===== config.mk =====
export PLATFORM = sky130hd
export DESIGN_NAME = weighted_euclidean_distance_flat
export DESIGN_NICKNAME = d
export VERILOG_FILES = /design/src/wed_pkg.sv /design/src/wed_if.sv /design/src/weighted_euclidean_distance.sv /design/src/wed_front.sv /design/src/wed_fifo.sv /design/src/wed_back.sv /design/src/flat_wrapper.sv
export SDC_FILE = /design/constraint.sdc
export NUM_CORES = 2
export LEC_CHECK = 0
export BUFFER_PORTS_ARGS = -buffer_cell sky130_fd_sc_hd__buf_4
export CORE_ASPECT_RATIO = 0.8
export CORE_UTILIZATION = 40
export CTS_BUF_LIST = sky130_fd_sc_hd__clkbuf_4 sky130_fd_sc_hd__clkbuf_8
export DETAILED_ROUTE_END_ITERATION = 6
export GPL_TIMING_DRIVEN = 0
export PLACE_DENSITY_LB_ADDON = 0.3
export SKIP_CTS_REPAIR_TIMING = 1
export SYNTH_ARGS = -nofsm -noshare
export SYNTH_HDL_FRONTEND = slang
export SYNTH_SLANG_ARGS = --single-unit

===== constraint.sdc =====
create_clock -name clk -period 12.5 [get_ports clk]
set_input_delay 2.5 -clock clk [delete_from_list [all_inputs] [get_ports clk]]
set_output_delay 2.5 -clock clk [all_outputs]
set_load 0.05 [all_outputs]

===== src/wed_pkg.sv =====
`timescale 1ns / 1ps
// ----------------------------------------------------------------------------
// wed_pkg
// Shared widths, constants and types for the weighted Euclidean distance block.
// ----------------------------------------------------------------------------
package wed_pkg;

  localparam int SAMPLE_W   = 16;
  localparam int DIFF_W     = SAMPLE_W + 1;
  localparam int MAG_W      = SAMPLE_W;
  localparam int SQ_W       = 2 * MAG_W;
  localparam int WEIGHT_W   = 16;
  localparam int FRAC_BITS  = 8;
  localparam int TERM_W     = SQ_W + WEIGHT_W;
  localparam int SUM_W      = 62;
  localparam int ROOT_IN_W  = SUM_W - FRAC_BITS;
  localparam int DIST_W     = 27;
  localparam int REM_W      = DIST_W + 1;
  localparam int ITER_W     = $clog2(DIST_W);
  localparam int QUEUE_DEPTH = 2;
  localparam int QPTR_W     = $clog2(QUEUE_DEPTH);
  localparam int QCNT_W     = $clog2(QUEUE_DEPTH + 1);

  localparam logic [WEIGHT_W-1:0] ONE_WEIGHT = WEIGHT_W'(1 << FRAC_BITS);
  localparam logic [SUM_W-1:0]    SUM_MAX    = {SUM_W{1'b1}};

  typedef struct packed {
    logic [ROOT_IN_W-1:0] sum;
    logic                 sat;
  } sum_item_t;

endpackage


===== src/wed_if.sv =====
`timescale 1ns / 1ps
// ----------------------------------------------------------------------------
// wed_if
// Request channels: element pairs in, distances out, register writes.
// ----------------------------------------------------------------------------
interface wed_in_if;
  logic                                     valid;
  logic                                     ready;
  logic signed [wed_pkg::SAMPLE_W-1:0]      a_elem;
  logic signed [wed_pkg::SAMPLE_W-1:0]      b_elem;
  logic        [wed_pkg::WEIGHT_W-1:0]      weight;
  logic                                     last;
  modport source (output valid, a_elem, b_elem, weight, last, input ready);
  modport sink   (input valid, a_elem, b_elem, weight, last, output ready);
endinterface

interface wed_out_if;
  logic                          valid;
  logic                          ready;
  logic [wed_pkg::DIST_W-1:0]    distance;
  logic                          saturated;
  modport source (output valid, distance, saturated, input ready);
  modport sink   (input valid, distance, saturated, output ready);
endinterface

interface wed_cfg_if;
  logic valid;
  logic ready;
  logic data;
  modport source (output valid, data, input ready);
  modport sink   (input valid, data, output ready);
endinterface


===== src/weighted_euclidean_distance.sv =====
`timescale 1ns / 1ps
// ----------------------------------------------------------------------------
// weighted_euclidean_distance
// Streams element pairs, accumulates weighted squared differences and gives
// the integer square root of the sum on each vector's last pair.
//
//   channel  dir  payload                               request moves
//   in_ch    in   a_elem, b_elem, weight, last          one element pair
//   out_ch   out  distance, saturated                   one distance
//   cfg_ch   in   data (use_weights)                    one register write
//
// Element pairs are taken into a three-stage multiply-accumulate pipeline,
// one per cycle while in_ch.ready is high. The root unit resolves one result
// bit per cycle: per vector it loads the sum, resolves the 27 result bits and
// holds the result until out_ch takes it. Finished sums wait in a two-entry
// queue.
// Synchronous reset clears the sum, the flag, the register and all valids.
// in_ch.ready drops only while a last pair waits at the accumulator on a full
// queue; out_ch stalls hold the result and the root unit.
// ----------------------------------------------------------------------------
module weighted_euclidean_distance (
  input  logic        clk,
  input  logic        rst_n,
  wed_in_if.sink      in_ch,
  wed_out_if.source   out_ch,
  wed_cfg_if.sink     cfg_ch
);

  wed_pkg::sum_item_t push_data;
  wed_pkg::sum_item_t pop_data;
  logic               push;
  logic               pop;
  logic               q_full;
  logic               q_empty;

  wed_front u_front (
    .clk    (clk),
    .rst_n  (rst_n),
    .in_ch  (in_ch),
    .cfg_ch (cfg_ch),
    .q_data (push_data),
    .q_push (push),
    .q_full (q_full)
  );

  wed_fifo u_fifo (
    .clk     (clk),
    .rst_n   (rst_n),
    .push    (push),
    .wr_data (push_data),
    .full    (q_full),
    .pop     (pop),
    .rd_data (pop_data),
    .empty   (q_empty)
  );

  wed_back u_back (
    .clk     (clk),
    .rst_n   (rst_n),
    .q_data  (pop_data),
    .q_valid (!q_empty),
    .q_pop   (pop),
    .out_ch  (out_ch)
  );

endmodule


===== src/wed_front.sv =====
`timescale 1ns / 1ps
// ----------------------------------------------------------------------------
// wed_front
// Multiply-accumulate pipeline: difference, square, weight, saturating sum.
// ----------------------------------------------------------------------------
module wed_front (
  input  logic                clk,
  input  logic                rst_n,
  wed_in_if.sink              in_ch,
  wed_cfg_if.sink             cfg_ch,
  output wed_pkg::sum_item_t  q_data,
  output logic                q_push,
  input  logic                q_full
);

  logic                              use_weights_r;
  logic                              v0_r, v1_r, v2_r;
  logic                              last0_r, last1_r, last2_r;
  logic [wed_pkg::MAG_W-1:0]         mag_r;
  logic [wed_pkg::WEIGHT_W-1:0]      w0_r, w1_r;
  logic [wed_pkg::SQ_W-1:0]          sq_r;
  logic [wed_pkg::TERM_W-1:0]        term_r;
  logic [wed_pkg::SUM_W-1:0]         sum_r, sum_nxt;
  logic                              sat_r, sat_nxt;

  logic                              en;
  logic signed [wed_pkg::DIFF_W-1:0] diff;
  logic signed [wed_pkg::DIFF_W-1:0] diff_abs;
  logic [wed_pkg::SUM_W:0]           sum_add;

  assign en            = !(v2_r && last2_r && q_full);
  assign in_ch.ready   = en;
  assign cfg_ch.ready  = 1'b1;

  assign diff     = {in_ch.a_elem[wed_pkg::SAMPLE_W-1], in_ch.a_elem}
                  - {in_ch.b_elem[wed_pkg::SAMPLE_W-1], in_ch.b_elem};
  assign diff_abs = diff[wed_pkg::DIFF_W-1] ? -diff : diff;

  assign sum_add = {1'b0, sum_r} + {{(wed_pkg::SUM_W + 1 - wed_pkg::TERM_W){1'b0}}, term_r};

  always_comb begin
    if (sum_add[wed_pkg::SUM_W]) begin
      sum_nxt = wed_pkg::SUM_MAX;
      sat_nxt = 1'b1;
    end else begin
      sum_nxt = sum_add[wed_pkg::SUM_W-1:0];
      sat_nxt = sat_r;
    end
  end

  assign q_push      = v2_r && last2_r && !q_full;
  assign q_data.sum  = sum_nxt[wed_pkg::SUM_W-1:wed_pkg::FRAC_BITS];
  assign q_data.sat  = sat_nxt;

  always_ff @(posedge clk) begin
    if (!rst_n) begin
      use_weights_r <= 1'b0;
      v0_r          <= 1'b0;
      v1_r          <= 1'b0;
      v2_r          <= 1'b0;
      sum_r         <= '0;
      sat_r         <= 1'b0;
    end else begin
      if (cfg_ch.valid) begin
        use_weights_r <= cfg_ch.data;
      end
      if (en) begin
        v0_r <= in_ch.valid;
        v1_r <= v0_r;
        v2_r <= v1_r;
        if (v2_r) begin
          if (last2_r) begin
            sum_r <= '0;
            sat_r <= 1'b0;
          end else begin
            sum_r <= sum_nxt;
            sat_r <= sat_nxt;
          end
        end
      end
    end
  end

  // payload stages, no reset
  always_ff @(posedge clk) begin
    if (en) begin
      mag_r   <= diff_abs[wed_pkg::MAG_W-1:0];
      w0_r    <= use_weights_r ? in_ch.weight : wed_pkg::ONE_WEIGHT;
      last0_r <= in_ch.last;
      sq_r    <= mag_r * mag_r;
      w1_r    <= w0_r;
      last1_r <= last0_r;
      term_r  <= sq_r * w1_r;
      last2_r <= last1_r;
    end
  end

endmodule


===== src/wed_fifo.sv =====
`timescale 1ns / 1ps
// ----------------------------------------------------------------------------
// wed_fifo
// Short queue of finished sums between the accumulator and the root unit.
// ----------------------------------------------------------------------------
module wed_fifo (
  input  logic                clk,
  input  logic                rst_n,
  input  logic                push,
  input  wed_pkg::sum_item_t  wr_data,
  output logic                full,
  input  logic                pop,
  output wed_pkg::sum_item_t  rd_data,
  output logic                empty
);

  wed_pkg::sum_item_t               mem_r [wed_pkg::QUEUE_DEPTH];
  logic [wed_pkg::QPTR_W-1:0]       wr_ptr_r, rd_ptr_r;
  logic [wed_pkg::QCNT_W-1:0]       cnt_r;

  assign full    = (cnt_r == wed_pkg::QCNT_W'(wed_pkg::QUEUE_DEPTH));
  assign empty   = (cnt_r == '0);
  assign rd_data = mem_r[rd_ptr_r];

  always_ff @(posedge clk) begin
    if (!rst_n) begin
      wr_ptr_r <= '0;
      rd_ptr_r <= '0;
      cnt_r    <= '0;
    end else begin
      if (push) begin
        wr_ptr_r <= (wr_ptr_r == wed_pkg::QPTR_W'(wed_pkg::QUEUE_DEPTH - 1))
                    ? '0 : wr_ptr_r + 1'b1;
      end
      if (pop) begin
        rd_ptr_r <= (rd_ptr_r == wed_pkg::QPTR_W'(wed_pkg::QUEUE_DEPTH - 1))
                    ? '0 : rd_ptr_r + 1'b1;
      end
      if (push && !pop) begin
        cnt_r <= cnt_r + 1'b1;
      end else if (pop && !push) begin
        cnt_r <= cnt_r - 1'b1;
      end
    end
  end

  always_ff @(posedge clk) begin
    if (push) begin
      mem_r[wr_ptr_r] <= wr_data;
    end
  end

  a_no_overflow: assert property (@(posedge clk) disable iff (!rst_n) full |-> !push)
    else $error("push into full queue");
  a_no_underflow: assert property (@(posedge clk) disable iff (!rst_n) empty |-> !pop)
    else $error("pop from empty queue");
  a_count_up: assert property (@(posedge clk) disable iff (!rst_n)
    (push && !pop) |=> (cnt_r == $past(cnt_r) + 1'b1))
    else $error("queue count lost a push");

endmodule


===== src/wed_back.sv =====
`timescale 1ns / 1ps
// ----------------------------------------------------------------------------
// wed_back
// Digit-by-digit integer square root, one result bit per cycle, and the
// output register.
// ----------------------------------------------------------------------------
module wed_back (
  input  logic                clk,
  input  logic                rst_n,
  input  wed_pkg::sum_item_t  q_data,
  input  logic                q_valid,
  output logic                q_pop,
  wed_out_if.source           out_ch
);

  typedef enum logic [1:0] {
    ST_IDLE,
    ST_RUN,
    ST_HOLD
  } state_t;

  state_t                          state_r;
  logic [wed_pkg::ROOT_IN_W-1:0]   x_r;
  logic [wed_pkg::REM_W-1:0]       rem_r;
  logic [wed_pkg::DIST_W-1:0]      root_r;
  logic [wed_pkg::ITER_W-1:0]      cnt_r;
  logic                            sat_r;
  logic                            out_valid_r;

  logic [wed_pkg::REM_W+1:0]       rem_sh;
  logic [wed_pkg::REM_W+1:0]       trial;
  logic [wed_pkg::REM_W+1:0]       rem_diff;
  logic                            take;

  assign rem_sh   = {rem_r, x_r[wed_pkg::ROOT_IN_W-1 -: 2]};
  assign trial    = {1'b0, root_r, 2'b01};
  assign rem_diff = rem_sh - trial;
  assign take     = (rem_sh >= trial);

  assign q_pop            = (state_r == ST_IDLE) && q_valid;
  assign out_ch.valid     = out_valid_r;
  assign out_ch.distance  = root_r;
  assign out_ch.saturated = sat_r;

  always_ff @(posedge clk) begin
    if (!rst_n) begin
      state_r     <= ST_IDLE;
      out_valid_r <= 1'b0;
      cnt_r       <= '0;
    end else begin
      case (state_r)
        ST_IDLE: begin
          if (q_valid) begin
            x_r     <= q_data.sum;
            sat_r   <= q_data.sat;
            rem_r   <= '0;
            root_r  <= '0;
            cnt_r   <= '0;
            state_r <= ST_RUN;
          end
        end
        ST_RUN: begin
          x_r <= {x_r[wed_pkg::ROOT_IN_W-3:0], 2'b00};
          if (take) begin
            rem_r  <= rem_diff[wed_pkg::REM_W-1:0];
            root_r <= {root_r[wed_pkg::DIST_W-2:0], 1'b1};
          end else begin
            rem_r  <= rem_sh[wed_pkg::REM_W-1:0];
            root_r <= {root_r[wed_pkg::DIST_W-2:0], 1'b0};
          end
          cnt_r <= cnt_r + 1'b1;
          if (cnt_r == wed_pkg::ITER_W'(wed_pkg::DIST_W - 1)) begin
            out_valid_r <= 1'b1;
            state_r     <= ST_HOLD;
          end
        end
        ST_HOLD: begin
          if (out_ch.ready) begin
            out_valid_r <= 1'b0;
            state_r     <= ST_IDLE;
          end
        end
        default: begin
          out_valid_r <= 1'b0;
          state_r     <= ST_IDLE;
        end
      endcase
    end
  end

endmodule


===== src/flat_wrapper.sv =====
// flat-port wrapper written by rule: the top's interface ports become plain ports
module weighted_euclidean_distance_flat 
  (clk, rst_n, in_ch_valid, in_ch_a_elem, in_ch_b_elem, in_ch_weight, in_ch_last, in_ch_ready, out_ch_valid, out_ch_distance, out_ch_saturated, out_ch_ready, cfg_ch_valid, cfg_ch_data, cfg_ch_ready);
  wed_in_if in_ch_i ();
  wed_out_if out_ch_i ();
  wed_cfg_if cfg_ch_i ();
  input  logic clk;
  input  logic rst_n;
  input wire logic [$bits(in_ch_i.valid)-1:0] in_ch_valid;
  input wire logic [$bits(in_ch_i.a_elem)-1:0] in_ch_a_elem;
  input wire logic [$bits(in_ch_i.b_elem)-1:0] in_ch_b_elem;
  input wire logic [$bits(in_ch_i.weight)-1:0] in_ch_weight;
  input wire logic [$bits(in_ch_i.last)-1:0] in_ch_last;
  output wire logic [$bits(in_ch_i.ready)-1:0] in_ch_ready;
  output wire logic [$bits(out_ch_i.valid)-1:0] out_ch_valid;
  output wire logic [$bits(out_ch_i.distance)-1:0] out_ch_distance;
  output wire logic [$bits(out_ch_i.saturated)-1:0] out_ch_saturated;
  input wire logic [$bits(out_ch_i.ready)-1:0] out_ch_ready;
  input wire logic [$bits(cfg_ch_i.valid)-1:0] cfg_ch_valid;
  input wire logic [$bits(cfg_ch_i.data)-1:0] cfg_ch_data;
  output wire logic [$bits(cfg_ch_i.ready)-1:0] cfg_ch_ready;
  assign in_ch_i.valid = in_ch_valid;
  assign in_ch_i.a_elem = in_ch_a_elem;
  assign in_ch_i.b_elem = in_ch_b_elem;
  assign in_ch_i.weight = in_ch_weight;
  assign in_ch_i.last = in_ch_last;
  assign in_ch_ready = in_ch_i.ready;
  assign out_ch_valid = out_ch_i.valid;
  assign out_ch_distance = out_ch_i.distance;
  assign out_ch_saturated = out_ch_i.saturated;
  assign out_ch_i.ready = out_ch_ready;
  assign cfg_ch_i.valid = cfg_ch_valid;
  assign cfg_ch_i.data = cfg_ch_data;
  assign cfg_ch_ready = cfg_ch_i.ready;
  weighted_euclidean_distance u_core (.clk(clk), .rst_n(rst_n), .in_ch(in_ch_i), .out_ch(out_ch_i), .cfg_ch(cfg_ch_i));
endmodule

=== Yosys cells after proc, flatten, opt, wreduce, memory -nomap -nowiden ===
Memory sizes are Yosys's and may differ from the RTL's. A register that Yosys moved wholly into a read port is not among the register bits.
Index checks and enable logic that the tools add are counted.

* Register bits: 320
* Latch bits: 0
* RAM bits: 110
* Memory bits (read-only): 0
* Bits of input ports: 55
* Output and inout port bits: 31
* Word-level logic and storage cells: 98
* Memories: 1

{| class="wikitable"
|+ Memories
! memory !! words !! bits a word !! read ports !! clocked after Yosys merged registers in !! write ports !! line !! text
|-
| u_core.u_fifo.mem_r || 2 || 55 || 1 || 1 || 1 || wed_fifo.sv:17 || <nowiki>wed_pkg::sum_item_t mem_r [wed_pkg::QUEUE_DEPTH];</nowiki>
|}

* Add/sub/neg operators: 9
* $mul: 2
* Divide/modulo/power cells: 0
* $lt $le $gt $ge: 1
* Equality and inequality tests: 7
* Shifts and indexed selects: 0
* Multiplexer cells: 30
* Bitwise logic cells: 3
* Reduce and logical (&&, ||, !) cells: 21

{| class="wikitable"
|+ Operator list
! operator !! number
|-
| two-way mux 62 bit || 2
|-
| one-hot mux 54 bit (2 select lines) || 1
|-
| adder 62 x 48 -> 63 bit || 1
|-
| two-way mux 28 bit || 2
|-
| one-hot mux 28 bit (2 select lines) || 1
|-
| two-way mux 54 bit || 1
|-
| one-hot mux 27 bit (2 select lines) || 1
|-
| multiplier 32 x 16 -> 48 bit || 1
|-
| multiplier 16 x 16 -> 32 bit || 1
|-
| greater-or-equal comparator 30 x 29 -> 1 bit || 1
|-
| subtractor 28 bit || 1
|-
| two-way mux 27 bit || 1
|-
| subtractor 16 x 16 -> 17 bit || 1
|-
| two-way mux 16 bit || 1
|-
| negator 16 bit || 1
|-
| AND reduction 3 bit || 4
|-
| two-way mux 1 bit || 11
|-
| two-way mux 2 bit || 5
|-
| one-hot mux 5 bit (2 select lines) || 1
|-
| logical AND 1 bit || 6
|-
| inequality test 2 bit (second input constant) || 3
|-
| one-hot mux 2 bit (3 select lines) || 1
|-
| adder 5 x 1 -> 5 bit (second input constant) || 1
|-
| == test 5 bit (second input constant) || 1
|-
| 12 further kinds || 23
|}

=== Depth between registers and ports, before layout ===
* Depth after elaboration: 7
* Depth in mapped cells: 26
* Mapped depth without buffers: 25

=== Cells and area by module ===
A second synthesis with hierarchy kept.

* Cells, all modules: 4,577
* Area, all modules: 44,362.5 um2

{| class="wikitable"
|+ By module, submodules not included
! module !! instances !! cells each !! area an instance (um2) !! seq. area each (um2)
|-
| wed_front || 1 || 3,708 || 33,782.4 || 5,245.0
|-
| wed_back || 1 || 675 || 6,371.1 || 3,463.3
|-
| wed_fifo || 1 || 193 || 4,205.3 || 3,403.3
|-
| weighted_euclidean_distance || 1 || 1 || 3.8 || 0.0
|}

=== Least setup slack after synthesis ===
No wires, ideal clock.

* Kind: input port to flip-flop
* Start point: input rst_n
* End point: register u_core.u_back.root_r, in the netlist u_core.u_back.out_ch.distance[0], enable pin
* Library setup time: 0.710 ns
* Data arrival time: 10.400 ns
* Required time: 11.790 ns
* Setup slack: 1.389 ns
* Cell stages on the path: 4
* Buffers on the path: 2
* Cells stage by stage: inv_1 -> clkbuf_1 -> clkbuf_1 -> nor3_1

* Longest elaborated chain between the ends: 1

{| class="wikitable"
|+ RTL lines
! element !! line !! text
|-
| start: declaration || flat_wrapper.sv:8 || <nowiki>input logic rst_n;</nowiki>
|-
| AND reduction 3 bit (no line) || -- ||
|-
| end signal: assignment || wed_back.sv:66 || <nowiki>root_r <= {root_r[wed_pkg::DIST_W-2:0], 1'b1};</nowiki>
|-
| end signal: assignment || wed_back.sv:69 || <nowiki>root_r <= {root_r[wed_pkg::DIST_W-2:0], 1'b0};</nowiki>
|-
| end: declaration || wed_back.sv:25 || <nowiki>logic [wed_pkg::DIST_W-1:0] root_r;</nowiki>
|}

Every way passes these cells.
A chain may end at the register's enable or synchronous reset.

=== Final worst setup path ===
* Start point: register u_core.u_front.w1_r[7] (netlist name)
* End point: register u_core.u_front.term_r[44] (netlist name), data pin

* Longest elaborated chain between the ends: 1

{| class="wikitable"
|+ RTL lines
! element !! line !! text
|-
| start: declaration || wed_front.sv:20 || <nowiki>logic [wed_pkg::WEIGHT_W-1:0] w0_r, w1_r;</nowiki>
|-
| start signal: assignment || wed_front.sv:91 || <nowiki>w1_r <= w0_r;</nowiki>
|-
| multiplier 32 x 16 -> 48 bit || wed_front.sv:93 || <nowiki>term_r <= sq_r * w1_r;</nowiki>
|-
| end signal: assignment || wed_front.sv:93 ||
|-
| end: declaration || wed_front.sv:22 || <nowiki>logic [wed_pkg::TERM_W-1:0] term_r;</nowiki>
|}

Every way passes these cells.

==> reports/results.ini <==
[logic_synthesis]
syn_inst=4447
synth_enable_flop_cells=350
synth_cell_types=88
synth_seq_cells=430
syn_area_per_cell_um2=9.903
ys_warn_count=0
yosysSeqAreaShare_pct=27.50
async_reset_ff_share_pct=0
synth_ff_type=edfxtp_1
synth_area_um2=44040

[detailed_routing]
drtIter0Drc=2546
vias=31990
drc=0
firstDrtPassIters=6
wl_per_cell_um=18.35
drt_wl_total_mm=112.4
drt-vias-per-instance=5.221
drtAntennaViolNets=0

[setup_path]
worstPathMaxFanout=10
rrSetupSlack_ps=4030
cp.arrival_ps=8940
cp.required_ps=12970
path_class=reg2reg
reg2reg_to=u_core.u_front.term_r[44]$_DFFE_PN_
end_kind=register
timing.rr.start=u_core.u_front.w1_r[7]$_DFFE_PN_
crit_path_start_kind=register
reg2regPathDepth=23

[grt]
grtUsageTotal_pct=20.35
grt-ovfl-total=0
grt_pass1_wl_mm=177.7
grt_max_degree=56
grt_pass1_vias=31470
antenna_found_initial=9

[die]
num_io_pins=86
core_area_um2=108800
rows=108
design.die.area_um2=111400
die_x_um=373.0
initial_core_util_pct=40.48
die_h_um=298.8

[clock_tree]
htreeDepth=3
clock_sinks=430
cts_buffer_depth=3
clk_pin_slew_ps=80
cts_tree=built
cts_buffers=73
root_buffer=clkbuf_8
clk_latency_ps=740

[worst_hold_path]
min_path_cells=0
hold_end=u_core.u_front.last1_r$_DFFE_PN_
hp-class=reg2reg
worstHoldStart=u_core.u_front.last0_r$_DFFE_PN_

[sta]
rsz0062_at_grt=no
drv_slew=0
hold_violations=0
fin_crit_sh_pct=67.74
max_clock_freq_mhz=118.1
setup_violations=0
fin_crit_ps=8467
tightest_slew_ps=1179
fin_skew_ps=44.26
tns_ps=0
slew_headroom_pct=21.38

[final_layout]
layout-drive-gt1-share_pct=6.203
final_cell_mix=730 x inv_1, 578 x fa_1, 532 x nand2_1
area_growth_pct=9.873
fin_nets=5581
final_common_cell=inv_1
stdcell_area_um2=48390

[placement]
gp_congestion=0.9178
placed_cell_area_um2=46770
dp_hpwl_mm=89.66
numPortBuffers=84

[job]
maxCapViolCount=0

[status]
status=completed

-- synthesized netlist by cell type, types with 62 or more instances --
| cell | instances | area [µm²] |
|---|---|---|
| dfxtp_1 | 80 | 1602 |
| nand2_1 | 532 | 1997 |
| a21oi_1 | 164 | 820.8 |
| o21ai_0 | 148 | 740.7 |
| edfxtp_1 | 350 | 10510 |
| ha_1 | 315 | 3941 |
| fa_1 | 578 | 11570 |
| inv_1 | 730 | 2740 |
| clkbuf_1 | 179 | 671.9 |
| mux2i_1 | 79 | 790.8 |
| nor2_1 | 205 | 769.5 |
| and2_1 | 298 | 1864 |
| a21o_1 | 89 | 668.1 |
| xor2_1 | 62 | 543.0 |
| xnor2_1 | 112 | 980.9 |
-- critical path: stages (launching register included) --
cell and delay (ps):
edfxtp_1 720, clkbuf_1 790, nand2_1 180, fa_1 580, inv_1 50, fa_1 500
fa_1 600, fa_1 450, fa_1 540, inv_1 60, fa_1 470, inv_1 40
ha_1 250, clkbuf_1 320, nand3_1 140, nor3_1 340, nand2_1 150, nor4b_1 710
or3b_4 300, a31o_1 250, a21oi_1 170, o31ai_1 300, a21oi_1 130, xnor2_1 140
-- through the flow --
stage / hold slack, ps / utilization [%] / worst slack, ps / cells
2_1_floorplan: 400.3 / - / 1389 / 4454
3_3_place_gp: 402.3 / 42.73 / -3282 / 5968
3_5_place_dp: 404.5 / 43.00 / 4374 / 5988
4_1_cts: 408.4 / 44.47 / 4290 / 6121
5_1_grt: 420.5 / 44.47 / 3807 / 6124
6_report: 411.7 / 44.48 / 4033 / 6127
-- per-layer routing --
layer	share of wire, %	GRT usage (%)	wire length (µm)	vias to the layer above
li1	-	-	-	14840
met1	48	31.44	54080	15900
met2	41	28.60	46210	1095
met3	8.8	4.437	9891	157
met4	2.0	4.978	2210	4
met5	0.023	0	26	-
-- worst max-delay path by stage --
stage / depth (start not counted) / start / endpoint
final: 23 / u_core.u_front.w1_r[7]$_DFFE_PN_ / u_core.u_front.term_r[44]$_DFFE_PN_
after floorplan: 4 / rst_n / u_core.u_back.out_ch.distance[0]$_SDFFCE_PN0P_
after CTS: 23 / u_core.u_front.w1_r[7]$_DFFE_PN_ / u_core.u_front.term_r[44]$_DFFE_PN_
after global placement: 5 / rst_n / u_core.u_back.x_r[33]$_DFFE_PP_
after global routing: 23 / u_core.u_front.w1_r[7]$_DFFE_PN_ / u_core.u_front.term_r[44]$_DFFE_PN_
after detailed placement: 23 / u_core.u_front.w1_r[7]$_DFFE_PN_ / u_core.u_front.term_r[44]$_DFFE_PN_
-- registers in the layout (all words and copies together) (netlist names), 2 cells and up, named ones only --
register	cells
u_core.u_back.rem_r	28
u_core.u_front.term_r	48
u_core.u_back.cnt_r	5
u_core.u_back.out_ch.distance	27
u_core.u_front.sum_r	62
u_core.u_front.sq_r	31
u_core.u_fifo.cnt_r	2
u_core.u_back.state_r	2
u_core.u_back.x_r	54
u_core.u_fifo.mem_r	110
u_core.u_front.mag_r	16
u_core.u_front.w0_r	16
u_core.u_front.w1_r	16
-- cells by family after synthesis --
family / count (synthesis) / share of synthesized area (%)
mux: 82 / 1.872
xor+xnor: 174 / 3.461
buf+inv: 935 / 8.083
compound gates: 678 / 10.33
simple gates: 1253 / 13.51
other cells: 2 / 0.01705
fa+ha+maj: 893 / 35.22
flops: 430 / 27.50
-- layout make-up --
cell class,count,area (µm²)
multi-input cells,3089,28410
well taps,1430,1789
inverters,730,2740
fillers,10420,60390
diodes,6,15.01
flip-flops and latches,430,12110
plain buffers,205,819.5
clock inverters,43,406.6
repair buffers,104,898.4
clock buffers,90,1195
Power is not shown: default switching activity piles up to over one toggle a cycle in this logic, so the estimate is an artifact.
